--- src/rwl_pkg.sv ---
`timescale 1ns / 1ps

package rwl_pkg;

  localparam int SampleW = 26;
  localparam int ScoreW = 34;
  localparam int ItemsW = 11;

  localparam int MaxItemsDefault = 1024;
  localparam int SampleBitsDefault = 26;
  localparam int FractionBitsDefault = 8;

  localparam int QueueDepth = 2;
  localparam int MinItems = 2;

  typedef enum logic [5:0] {
    ST_IDLE = 6'b000001,
    ST_MULT = 6'b000010,
    ST_SUB  = 6'b000100,
    ST_DIV  = 6'b001000,
    ST_SQRT = 6'b010000,
    ST_DONE = 6'b100000
  } back_state_t;

endpackage

--- src/rwl_sample_if.sv ---
`timescale 1ns / 1ps

interface rwl_sample_if;
  logic valid;
  logic ready;
  logic [rwl_pkg::SampleW-1:0] sample;
  logic last_item;

  modport source (output valid, output sample, output last_item, input ready);
  modport sink (input valid, input sample, input last_item, output ready);
endinterface

--- src/rwl_result_if.sv ---
`timescale 1ns / 1ps

interface rwl_result_if;
  logic valid;
  logic ready;
  logic [rwl_pkg::ScoreW-1:0] score;
  logic [rwl_pkg::ItemsW-1:0] items_seen;
  logic overflowed;

  modport source (output valid, output score, output items_seen, output overflowed,
                  input ready);
  modport sink (input valid, input score, input items_seen, input overflowed,
                output ready);
endinterface

--- src/rwl_front.sv ---
`timescale 1ns / 1ps

module rwl_front #(
  parameter int MAX_ITEMS = rwl_pkg::MaxItemsDefault,
  parameter int SAMPLE_BITS = rwl_pkg::SampleBitsDefault,
  parameter int DEPTH = rwl_pkg::QueueDepth,
  localparam int CountW = $clog2(MAX_ITEMS + 1),
  localparam int SumW = 2 * SAMPLE_BITS + $clog2(MAX_ITEMS),
  localparam int LevelW = $clog2(DEPTH + 1)
) (
  input  logic clk,
  input  logic rst,
  input  logic in_valid,
  output logic in_ready,
  input  logic [rwl_pkg::SampleW-1:0] sample,
  input  logic last_item,
  input  logic [LevelW-1:0] q_level,
  output logic push,
  output logic [SumW-1:0] push_sum,
  output logic [SAMPLE_BITS-1:0] push_max,
  output logic [CountW-1:0] push_count,
  output logic push_ovf
);

  localparam logic [rwl_pkg::SampleW-1:0] SampleMax =
    rwl_pkg::SampleW'((64'd1 << SAMPLE_BITS) - 64'd1);

  logic [CountW-1:0] count;
  logic [SAMPLE_BITS-1:0] largest;
  logic ovf;
  logic [SumW-1:0] sum;

  logic p_valid;
  logic p_last;
  logic [2*SAMPLE_BITS-1:0] p_sq;
  logic [CountW-1:0] p_count;
  logic [SAMPLE_BITS-1:0] p_max;
  logic p_ovf;

  logic accept;
  logic take;
  logic [SAMPLE_BITS-1:0] s;
  logic [CountW-1:0] count_next;
  logic [SAMPLE_BITS-1:0] largest_next;
  logic ovf_next;
  logic [SumW-1:0] total;
  logic [LevelW+1:0] need;

  // A closing beat needs a queue slot, as does a summary still on its way in.
  assign need = (LevelW + 2)'(q_level) + (LevelW + 2)'(p_valid & p_last) + (LevelW + 2)'(1);
  assign in_ready = (need <= (LevelW + 2)'(DEPTH));
  assign accept = in_valid & in_ready;

  always_comb begin
    s = (sample > SampleMax) ? SAMPLE_BITS'(SampleMax) : SAMPLE_BITS'(sample);
    take = (count < CountW'(MAX_ITEMS));
    count_next = take ? count + CountW'(1) : count;
    largest_next = (take && (s > largest)) ? s : largest;
    ovf_next = ovf | ~take;
  end

  always_ff @(posedge clk) begin
    if (rst) begin
      count <= '0;
      largest <= '0;
      ovf <= 1'b0;
      p_valid <= 1'b0;
    end else begin
      p_valid <= accept;
      if (accept) begin
        if (last_item) begin
          count <= '0;
          largest <= '0;
          ovf <= 1'b0;
        end else begin
          count <= count_next;
          largest <= largest_next;
          ovf <= ovf_next;
        end
      end
    end
  end

  always_ff @(posedge clk) begin
    if (accept) begin
      p_last <= last_item;
      p_sq <= take ? s * s : '0;
      p_count <= count_next;
      p_max <= largest_next;
      p_ovf <= ovf_next;
    end
  end

  assign total = sum + SumW'(p_sq);

  always_ff @(posedge clk) begin
    if (rst) begin
      sum <= '0;
    end else if (p_valid) begin
      sum <= p_last ? '0 : total;
    end
  end

  assign push = p_valid & p_last;
  assign push_sum = total;
  assign push_max = p_max;
  assign push_count = p_count;
  assign push_ovf = p_ovf;

endmodule

--- src/rwl_queue.sv ---
`timescale 1ns / 1ps

module rwl_queue #(
  parameter int WIDTH = 8,
  parameter int DEPTH = rwl_pkg::QueueDepth,
  localparam int PtrW = (DEPTH > 1) ? $clog2(DEPTH) : 1,
  localparam int LevelW = $clog2(DEPTH + 1)
) (
  input  logic clk,
  input  logic rst,
  input  logic push,
  input  logic [WIDTH-1:0] wr_data,
  input  logic pop,
  output logic [WIDTH-1:0] rd_data,
  output logic not_empty,
  output logic [LevelW-1:0] level
);

  logic [WIDTH-1:0] mem [DEPTH];
  logic [PtrW-1:0] wr_ptr;
  logic [PtrW-1:0] rd_ptr;
  logic do_pop;

  assign not_empty = (level != '0);
  assign do_pop = pop & not_empty;
  assign rd_data = mem[rd_ptr];

  always_ff @(posedge clk) begin
    if (push) begin
      mem[wr_ptr] <= wr_data;
    end
  end

  always_ff @(posedge clk) begin
    if (rst) begin
      wr_ptr <= '0;
      rd_ptr <= '0;
      level <= '0;
    end else begin
      if (push) begin
        wr_ptr <= (wr_ptr == PtrW'(DEPTH - 1)) ? '0 : wr_ptr + PtrW'(1);
      end
      if (do_pop) begin
        rd_ptr <= (rd_ptr == PtrW'(DEPTH - 1)) ? '0 : rd_ptr + PtrW'(1);
      end
      if (push && !do_pop) begin
        level <= level + LevelW'(1);
      end else if (!push && do_pop) begin
        level <= level - LevelW'(1);
      end
    end
  end

endmodule

--- src/rwl_back.sv ---
`timescale 1ns / 1ps

module rwl_back #(
  parameter int MAX_ITEMS = rwl_pkg::MaxItemsDefault,
  parameter int SAMPLE_BITS = rwl_pkg::SampleBitsDefault,
  parameter int FRACTION_BITS = rwl_pkg::FractionBitsDefault,
  localparam int CountW = $clog2(MAX_ITEMS + 1),
  localparam int SumW = 2 * SAMPLE_BITS + $clog2(MAX_ITEMS),
  localparam int XW = SumW + 2 * FRACTION_BITS,
  localparam int QE = XW + (XW % 2),
  localparam int RW = QE / 2,
  localparam int StepW = $clog2(QE + 1)
) (
  input  logic clk,
  input  logic rst,
  input  logic q_valid,
  output logic q_pop,
  input  logic [SumW-1:0] q_sum,
  input  logic [SAMPLE_BITS-1:0] q_max,
  input  logic [CountW-1:0] q_count,
  input  logic q_ovf,
  output logic out_valid,
  input  logic out_ready,
  output logic [rwl_pkg::ScoreW-1:0] score,
  output logic [rwl_pkg::ItemsW-1:0] items_seen,
  output logic overflowed
);

  rwl_pkg::back_state_t state;

  logic [SumW-1:0] sum;
  logic [SAMPLE_BITS-1:0] largest;
  logic [CountW-1:0] n;
  logic ovf;
  logic [2*SAMPLE_BITS-1:0] mm;
  logic [QE-1:0] shreg;
  logic [CountW-1:0] drem;
  logic [RW+1:0] srem;
  logic [RW-1:0] root;
  logic [StepW-1:0] step;

  logic [CountW:0] dtrial;
  logic dge;
  logic [CountW:0] ddiff;
  logic [RW+3:0] scat;
  logic [RW+3:0] strial;
  logic sge;
  logic [RW+3:0] sdiff;
  logic [SumW-1:0] diff;
  logic out_free;

  assign q_pop = (state == rwl_pkg::ST_IDLE);
  assign out_free = ~out_valid | out_ready;

  always_comb begin
    dtrial = {drem, shreg[QE-1]};
    dge = (dtrial >= {1'b0, n});
    ddiff = dtrial - {1'b0, n};
    scat = {srem, shreg[QE-1 -: 2]};
    strial = {2'b00, root, 2'b01};
    sge = (scat >= strial);
    sdiff = scat - strial;
    diff = sum - SumW'(mm);
  end

  always_ff @(posedge clk) begin
    if (rst) begin
      state <= rwl_pkg::ST_IDLE;
    end else begin
      case (state)
        rwl_pkg::ST_IDLE: begin
          if (q_valid) begin
            state <= rwl_pkg::ST_MULT;
          end
        end
        rwl_pkg::ST_MULT: state <= rwl_pkg::ST_SUB;
        rwl_pkg::ST_SUB: begin
          if (n < CountW'(rwl_pkg::MinItems)) begin
            state <= rwl_pkg::ST_DONE;
          end else begin
            state <= rwl_pkg::ST_DIV;
          end
        end
        rwl_pkg::ST_DIV: begin
          if (step == StepW'(QE - 1)) begin
            state <= rwl_pkg::ST_SQRT;
          end
        end
        rwl_pkg::ST_SQRT: begin
          if (step == StepW'(RW - 1)) begin
            state <= rwl_pkg::ST_DONE;
          end
        end
        rwl_pkg::ST_DONE: begin
          if (out_free) begin
            state <= rwl_pkg::ST_IDLE;
          end
        end
        default: state <= rwl_pkg::ST_IDLE;
      endcase
    end
  end

  always_ff @(posedge clk) begin
    case (state)
      rwl_pkg::ST_IDLE: begin
        sum <= q_sum;
        largest <= q_max;
        n <= q_count;
        ovf <= q_ovf;
      end
      rwl_pkg::ST_MULT: begin
        mm <= largest * largest;
      end
      rwl_pkg::ST_SUB: begin
        shreg <= QE'(diff) << (2 * FRACTION_BITS);
        drem <= '0;
        root <= '0;
        step <= '0;
      end
      rwl_pkg::ST_DIV: begin
        drem <= dge ? CountW'(ddiff) : CountW'(dtrial);
        shreg <= {shreg[QE-2:0], dge};
        if (step == StepW'(QE - 1)) begin
          step <= '0;
          srem <= '0;
        end else begin
          step <= step + StepW'(1);
        end
      end
      rwl_pkg::ST_SQRT: begin
        srem <= sge ? (RW + 2)'(sdiff) : (RW + 2)'(scat);
        root <= {root[RW-2:0], sge};
        shreg <= {shreg[QE-3:0], 2'b00};
        step <= step + StepW'(1);
      end
      default: begin
      end
    endcase
  end

  always_ff @(posedge clk) begin
    if (rst) begin
      out_valid <= 1'b0;
    end else if (state == rwl_pkg::ST_DONE && out_free) begin
      out_valid <= 1'b1;
    end else if (out_ready) begin
      out_valid <= 1'b0;
    end
  end

  always_ff @(posedge clk) begin
    if (state == rwl_pkg::ST_DONE && out_free) begin
      score <= rwl_pkg::ScoreW'(root);
      items_seen <= rwl_pkg::ItemsW'(n);
      overflowed <= ovf;
    end
  end

endmodule

--- src/rms_without_largest_unit.sv ---
`timescale 1ns / 1ps
// Input beats are taken one per cycle while the queue has a free slot for a closing beat.
// A list summary passes through the queue to the back end, which multiplies, subtracts, divides
// and takes the root in its one-bit-per-cycle divider and root unit (skipped for under two items).
// The back end takes a new list only when idle; the two-entry queue absorbs short lists meanwhile.
// Synchronous reset clears the running totals, the queue and the back-end state machine.

module rms_without_largest_unit #(
  parameter int MAX_ITEMS = rwl_pkg::MaxItemsDefault,
  parameter int SAMPLE_BITS = rwl_pkg::SampleBitsDefault,
  parameter int FRACTION_BITS = rwl_pkg::FractionBitsDefault
) (
  input logic clk,
  input logic rst,
  rwl_sample_if.sink samples,
  rwl_result_if.source results
);

  localparam int CountW = $clog2(MAX_ITEMS + 1);
  localparam int SumW = 2 * SAMPLE_BITS + $clog2(MAX_ITEMS);
  localparam int WordW = SumW + SAMPLE_BITS + CountW + 1;
  localparam int LevelW = $clog2(rwl_pkg::QueueDepth + 1);

  logic push;
  logic [SumW-1:0] push_sum;
  logic [SAMPLE_BITS-1:0] push_max;
  logic [CountW-1:0] push_count;
  logic push_ovf;
  logic [LevelW-1:0] q_level;
  logic q_valid;
  logic q_pop;
  logic [WordW-1:0] q_word;

  rwl_front #(
    .MAX_ITEMS(MAX_ITEMS),
    .SAMPLE_BITS(SAMPLE_BITS),
    .DEPTH(rwl_pkg::QueueDepth)
  ) u_front (
    .clk(clk),
    .rst(rst),
    .in_valid(samples.valid),
    .in_ready(samples.ready),
    .sample(samples.sample),
    .last_item(samples.last_item),
    .q_level(q_level),
    .push(push),
    .push_sum(push_sum),
    .push_max(push_max),
    .push_count(push_count),
    .push_ovf(push_ovf)
  );

  rwl_queue #(
    .WIDTH(WordW),
    .DEPTH(rwl_pkg::QueueDepth)
  ) u_queue (
    .clk(clk),
    .rst(rst),
    .push(push),
    .wr_data({push_sum, push_max, push_count, push_ovf}),
    .pop(q_pop),
    .rd_data(q_word),
    .not_empty(q_valid),
    .level(q_level)
  );

  rwl_back #(
    .MAX_ITEMS(MAX_ITEMS),
    .SAMPLE_BITS(SAMPLE_BITS),
    .FRACTION_BITS(FRACTION_BITS)
  ) u_back (
    .clk(clk),
    .rst(rst),
    .q_valid(q_valid),
    .q_pop(q_pop),
    .q_sum(q_word[WordW-1 -: SumW]),
    .q_max(q_word[CountW+SAMPLE_BITS -: SAMPLE_BITS]),
    .q_count(q_word[CountW -: CountW]),
    .q_ovf(q_word[0]),
    .out_valid(results.valid),
    .out_ready(results.ready),
    .score(results.score),
    .items_seen(results.items_seen),
    .overflowed(results.overflowed)
  );

endmodule
--- src/flat_wrapper.sv ---
// flat-port wrapper written by rule: the top's interface ports become plain ports
module rms_without_largest_unit_flat 
#(
  parameter int MAX_ITEMS = rwl_pkg::MaxItemsDefault,
  parameter int SAMPLE_BITS = rwl_pkg::SampleBitsDefault,
  parameter int FRACTION_BITS = rwl_pkg::FractionBitsDefault
)
  (clk, rst, samples_valid, samples_sample, samples_last_item, samples_ready, results_valid, results_score, results_items_seen, results_overflowed, results_ready);
  rwl_sample_if samples_i ();
  rwl_result_if results_i ();
  input logic clk;
  input logic rst;
  input wire logic [$bits(samples_i.valid)-1:0] samples_valid;
  input wire logic [$bits(samples_i.sample)-1:0] samples_sample;
  input wire logic [$bits(samples_i.last_item)-1:0] samples_last_item;
  output wire logic [$bits(samples_i.ready)-1:0] samples_ready;
  output wire logic [$bits(results_i.valid)-1:0] results_valid;
  output wire logic [$bits(results_i.score)-1:0] results_score;
  output wire logic [$bits(results_i.items_seen)-1:0] results_items_seen;
  output wire logic [$bits(results_i.overflowed)-1:0] results_overflowed;
  input wire logic [$bits(results_i.ready)-1:0] results_ready;
  assign samples_i.valid = samples_valid;
  assign samples_i.sample = samples_sample;
  assign samples_i.last_item = samples_last_item;
  assign samples_ready = samples_i.ready;
  assign results_valid = results_i.valid;
  assign results_score = results_i.score;
  assign results_items_seen = results_i.items_seen;
  assign results_overflowed = results_i.overflowed;
  assign results_i.ready = results_ready;
  rms_without_largest_unit #(.MAX_ITEMS(MAX_ITEMS), .SAMPLE_BITS(SAMPLE_BITS), .FRACTION_BITS(FRACTION_BITS)) u_core (.clk(clk), .rst(rst), .samples(samples_i), .results(results_i));
endmodule
--- config.mk ---
export PLATFORM = sky130hd
export DESIGN_NAME = rms_without_largest_unit_flat
export DESIGN_NICKNAME = d
export VERILOG_FILES = /design/src/rwl_pkg.sv /design/src/rwl_sample_if.sv /design/src/rwl_result_if.sv /design/src/rwl_front.sv /design/src/rwl_queue.sv /design/src/rwl_back.sv /design/src/rms_without_largest_unit.sv /design/src/flat_wrapper.sv
export SDC_FILE = /design/constraint.sdc
export NUM_CORES = 2
export LEC_CHECK = 0
export ABC_AREA = 1
export CORE_ASPECT_RATIO = 0.75
export CORE_UTILIZATION = 40
export CTS_CLUSTER_DIAMETER = 150
export DETAILED_ROUTE_END_ITERATION = 10
export DONT_BUFFER_PORTS = 1
export HOLD_SLACK_MARGIN = 0.03
export PLACE_DENSITY_LB_ADDON = 0.08
export SYNTH_ARGS = -nofsm -noshare
export SYNTH_HDL_FRONTEND = slang
export SYNTH_SLANG_ARGS = --single-unit
--- constraint.sdc ---
create_clock -name clk -period 10.5 [get_ports clk]
set_clock_uncertainty 0.05 [all_clocks]
set_input_delay 2.1 -clock clk [delete_from_list [all_inputs] [get_ports clk]]
set_output_delay 2.1 -clock clk [all_outputs]
set_load 0.1 [all_outputs]
==> out/qor.yml <==
setup_path:
  reg2reg_depth: 22
  path_class: "primary input to register"
  cp-start-kind: "primary input"
  crit_fanout: 28
  cp.required_ns: 10.88
  crit_arrival_ns: 8.29
  end_kind: "register"
floorplanning:
  ios: 79
  row_count: 144
  fp.dieW_um: 527
  die_area_um2: 208000
  initial_core_util: 0.402
  coreArea_um2: 205000
  die_y_um: 396
sta:
  worst_pin_slew_ns: 1.17
  fin_crit_ns: 7.91
  setup_tns_ns: 0
  period_share: 0.753
  hold_viol: 0
  finalMaxSlewViolations: 0
  setup_viol: 0
  slew_headroom: 0.217
  rsz0062_at_grt: "no"
  fmax_mhz: 126
flow_run:
  maxCapViolCount: 0
layout:
  fin_util: 0.429
  drive_above_1_share: 0.0266
  antenna_cells: 0
  layout.nets: 11600
  area_delta_synth_final_pct: 6.71
  fillCellCount: 20700
global_route:
  grt.overflow.total: 0
  track_usage: 0.248
  grt_max_degree: 110
  grt_pass1_wl_mm: 391
  grt_antenna_before_repair: 4
  grt_pass1_vias: 63100
route:
  wl_mm: 257
  first_iter_violations: 5261
  drt-met1-wl_mm: 130
  dr.max_layer_used: "met5"
  drcViolationCount: 0
  dr_wl_met3_mm: 20.4
  viasPerCell: 4.97
  vias: 63300
  drtPass1Iterations: 6
  wl_met2_mm: 102
  wl_per_cell_um: 20.2
  postRouteAntennaNets: 0
logic_synthesis:
  yosysUniqueCellTypes: 58
  synthCells: 10100
  ys_seq_area_frac: 0.268
  synth_top_area_share: 0.249
  synth_commonest_cells: "nand2_1 (2557), inv_1 (2531), fa_1 (1027), nor2_1 (667), edfxtp_1 (663)"
  synth_async_sr_flop_share: 0
  yosysWarnings: 0
  yosysTopAreaCell: "fa_1"
  ys.flop_type: "edfxtp_1"
  ys_top_cells_by_area: "fa_1 (25%), edfxtp_1 (24%), nand2_1 (12%), inv_1 (12%), ha_1 (8.7%)"
  yosysMostFrequentCell: "nand2_1"
  synth_edf_count: 663
  synthesis.nets: 11800
  synth_seq_cells: 775
  avgSynthCellArea_um2: 8.15
  syn_area_um2: 82600
clocking:
  cts_tree: "built"
  cts-root-buf: "clkbuf_16"
  cts_sinks: 775
  numCtsBuffers: 87
  clkTransAtPathRegs_ns: 0.06
  ctsResizeCount: 0
  ctsHoldBuffers: 0
  clkLatencyLatePin_ns: 0.72
  clock_path_buffers: 3
  cts_setup_buffers: 0
  htreeDepth: 3
hold_path:
  hold_depth: 0
  hold_path.class: "register to register"
place:
  hpwl_mm: 206
  io_buffers: 0
  gp_congestion: 0.973
run_status:
  status: "finished, final reports clean"
==> cell type report <==
class,instances,area (µm²),area share
clock buffers,109,2270,0.0258
clock inverters,54,623,0.00707
inverters,2541,9550,0.108
multi-input cells,6523,49800,0.565
flip-flops and latches,775,22200,0.251
well taps,2701,3380,0.0383
repair buffers,51,383,0.00434
==> registers in the layout (all words and copies together) (netlist names), 2 cells and up <==
register and cells:
u_core.u_queue.mem 200, u_core.u_back.shreg 78, u_core.u_back.sum 62, u_core.u_front.sum 62, u_core.u_back.mm 51, u_core.u_front.p_sq 51, u_core.u_back.srem 41, u_core.u_back.root 39
u_core.u_back.score 34, u_core.u_back.largest 26, u_core.u_front.largest 26, u_core.u_front.push_max 26, u_core.u_back.drem 11, u_core.u_back.items_seen 11, u_core.u_back.n 11, u_core.u_front.count 11
u_core.u_front.push_count 11, u_core.u_back.step 7, u_core.u_back.state 6, u_core.u_queue.level 2
==> path summary, 6_finish.rpt <==
check,from,endpoint,slack [ns]
worst max-delay path,samples_sample[22],u_core.u_front.p_sq[32]$_SDFFCE_PP0P_,2.59
worst min-delay path,u_core.u_front.push_max[4]$_DFFE_PP_,u_core.u_queue.mem[0][16]$_DFFE_PP_,0.39
worst max register to register,u_core.u_back.largest[16]$_DFFE_PP_,u_core.u_back.mm[39]$_DFFE_PP_,2.90
worst min register to register,u_core.u_front.push_max[4]$_DFFE_PP_,u_core.u_queue.mem[0][16]$_DFFE_PP_,0.39
==> logic make-up after synthesis <==
kind of cell | after synthesis | share of synthesized area
fa+ha+maj | 1602 | 0.336
flops | 775 | 0.268
buf+inv | 2832 | 0.130
compound gates | 964 | 0.0638
xor+xnor | 142 | 0.0151
simple gates | 3815 | 0.187
==> per-layer routing <==
metal  track usage  vias up
li1              -    30400
met5       0.00184        -
met4        0.0487        6
met1         0.392    30800
met2         0.341     1844
met3        0.0527      237
==> per-stage QoR <==
stage	hold slack (ns)	cell area [µm²]	instances	setup slack, ns
5_1_grt	0.400	88100	12800	2.43
2_1_floorplan	0.350	82600	10100	2.38
3_3_place_gp	0.376	85200	12600	1.97
4_1_cts	0.395	88100	12800	2.71
3_5_place_dp	0.383	85200	12600	1.99
6_report	0.394	88100	12800	2.59
==> critical path, cell delays in order <==
cell and delay, ns:
nand2_1 0.11, inv_1 0.06, fa_1 0.50, fa_1 0.53
inv_1 0.06, fa_1 0.47, fa_1 0.55, inv_1 0.05
fa_1 0.46, fa_1 0.53, inv_1 0.05, fa_1 0.48
inv_1 0.07, ha_1 0.40, a21oi_1 0.41, o21ai_0 0.24
a21oi_1 0.25, o21ai_0 0.19, a21o_1 0.27, nand2_1 0.09
nand2_1 0.06, nor2_1 0.33
==> layout by cell type (no fill, tap or decap), types with 51 or more instances in the layout <==
cell       netlist  routed
ha_1           575     575
buf_4            1      51
inv_1         2531    2528
nand2_1       2557    2553
nand3_1        326     325
nor2_1         667     661
edfxtp_1       663     663
o21ai_0        254     254
clkbuf_16        0      87
and2_1          62      62
a21oi_1        490     490
xor2_1         104     104
dfxtp_1        112     111
fa_1          1027    1027
Power is left out: the tool's default activity adds up to more than one toggle a clock period on the data nets, which glitch-free logic cannot reach.
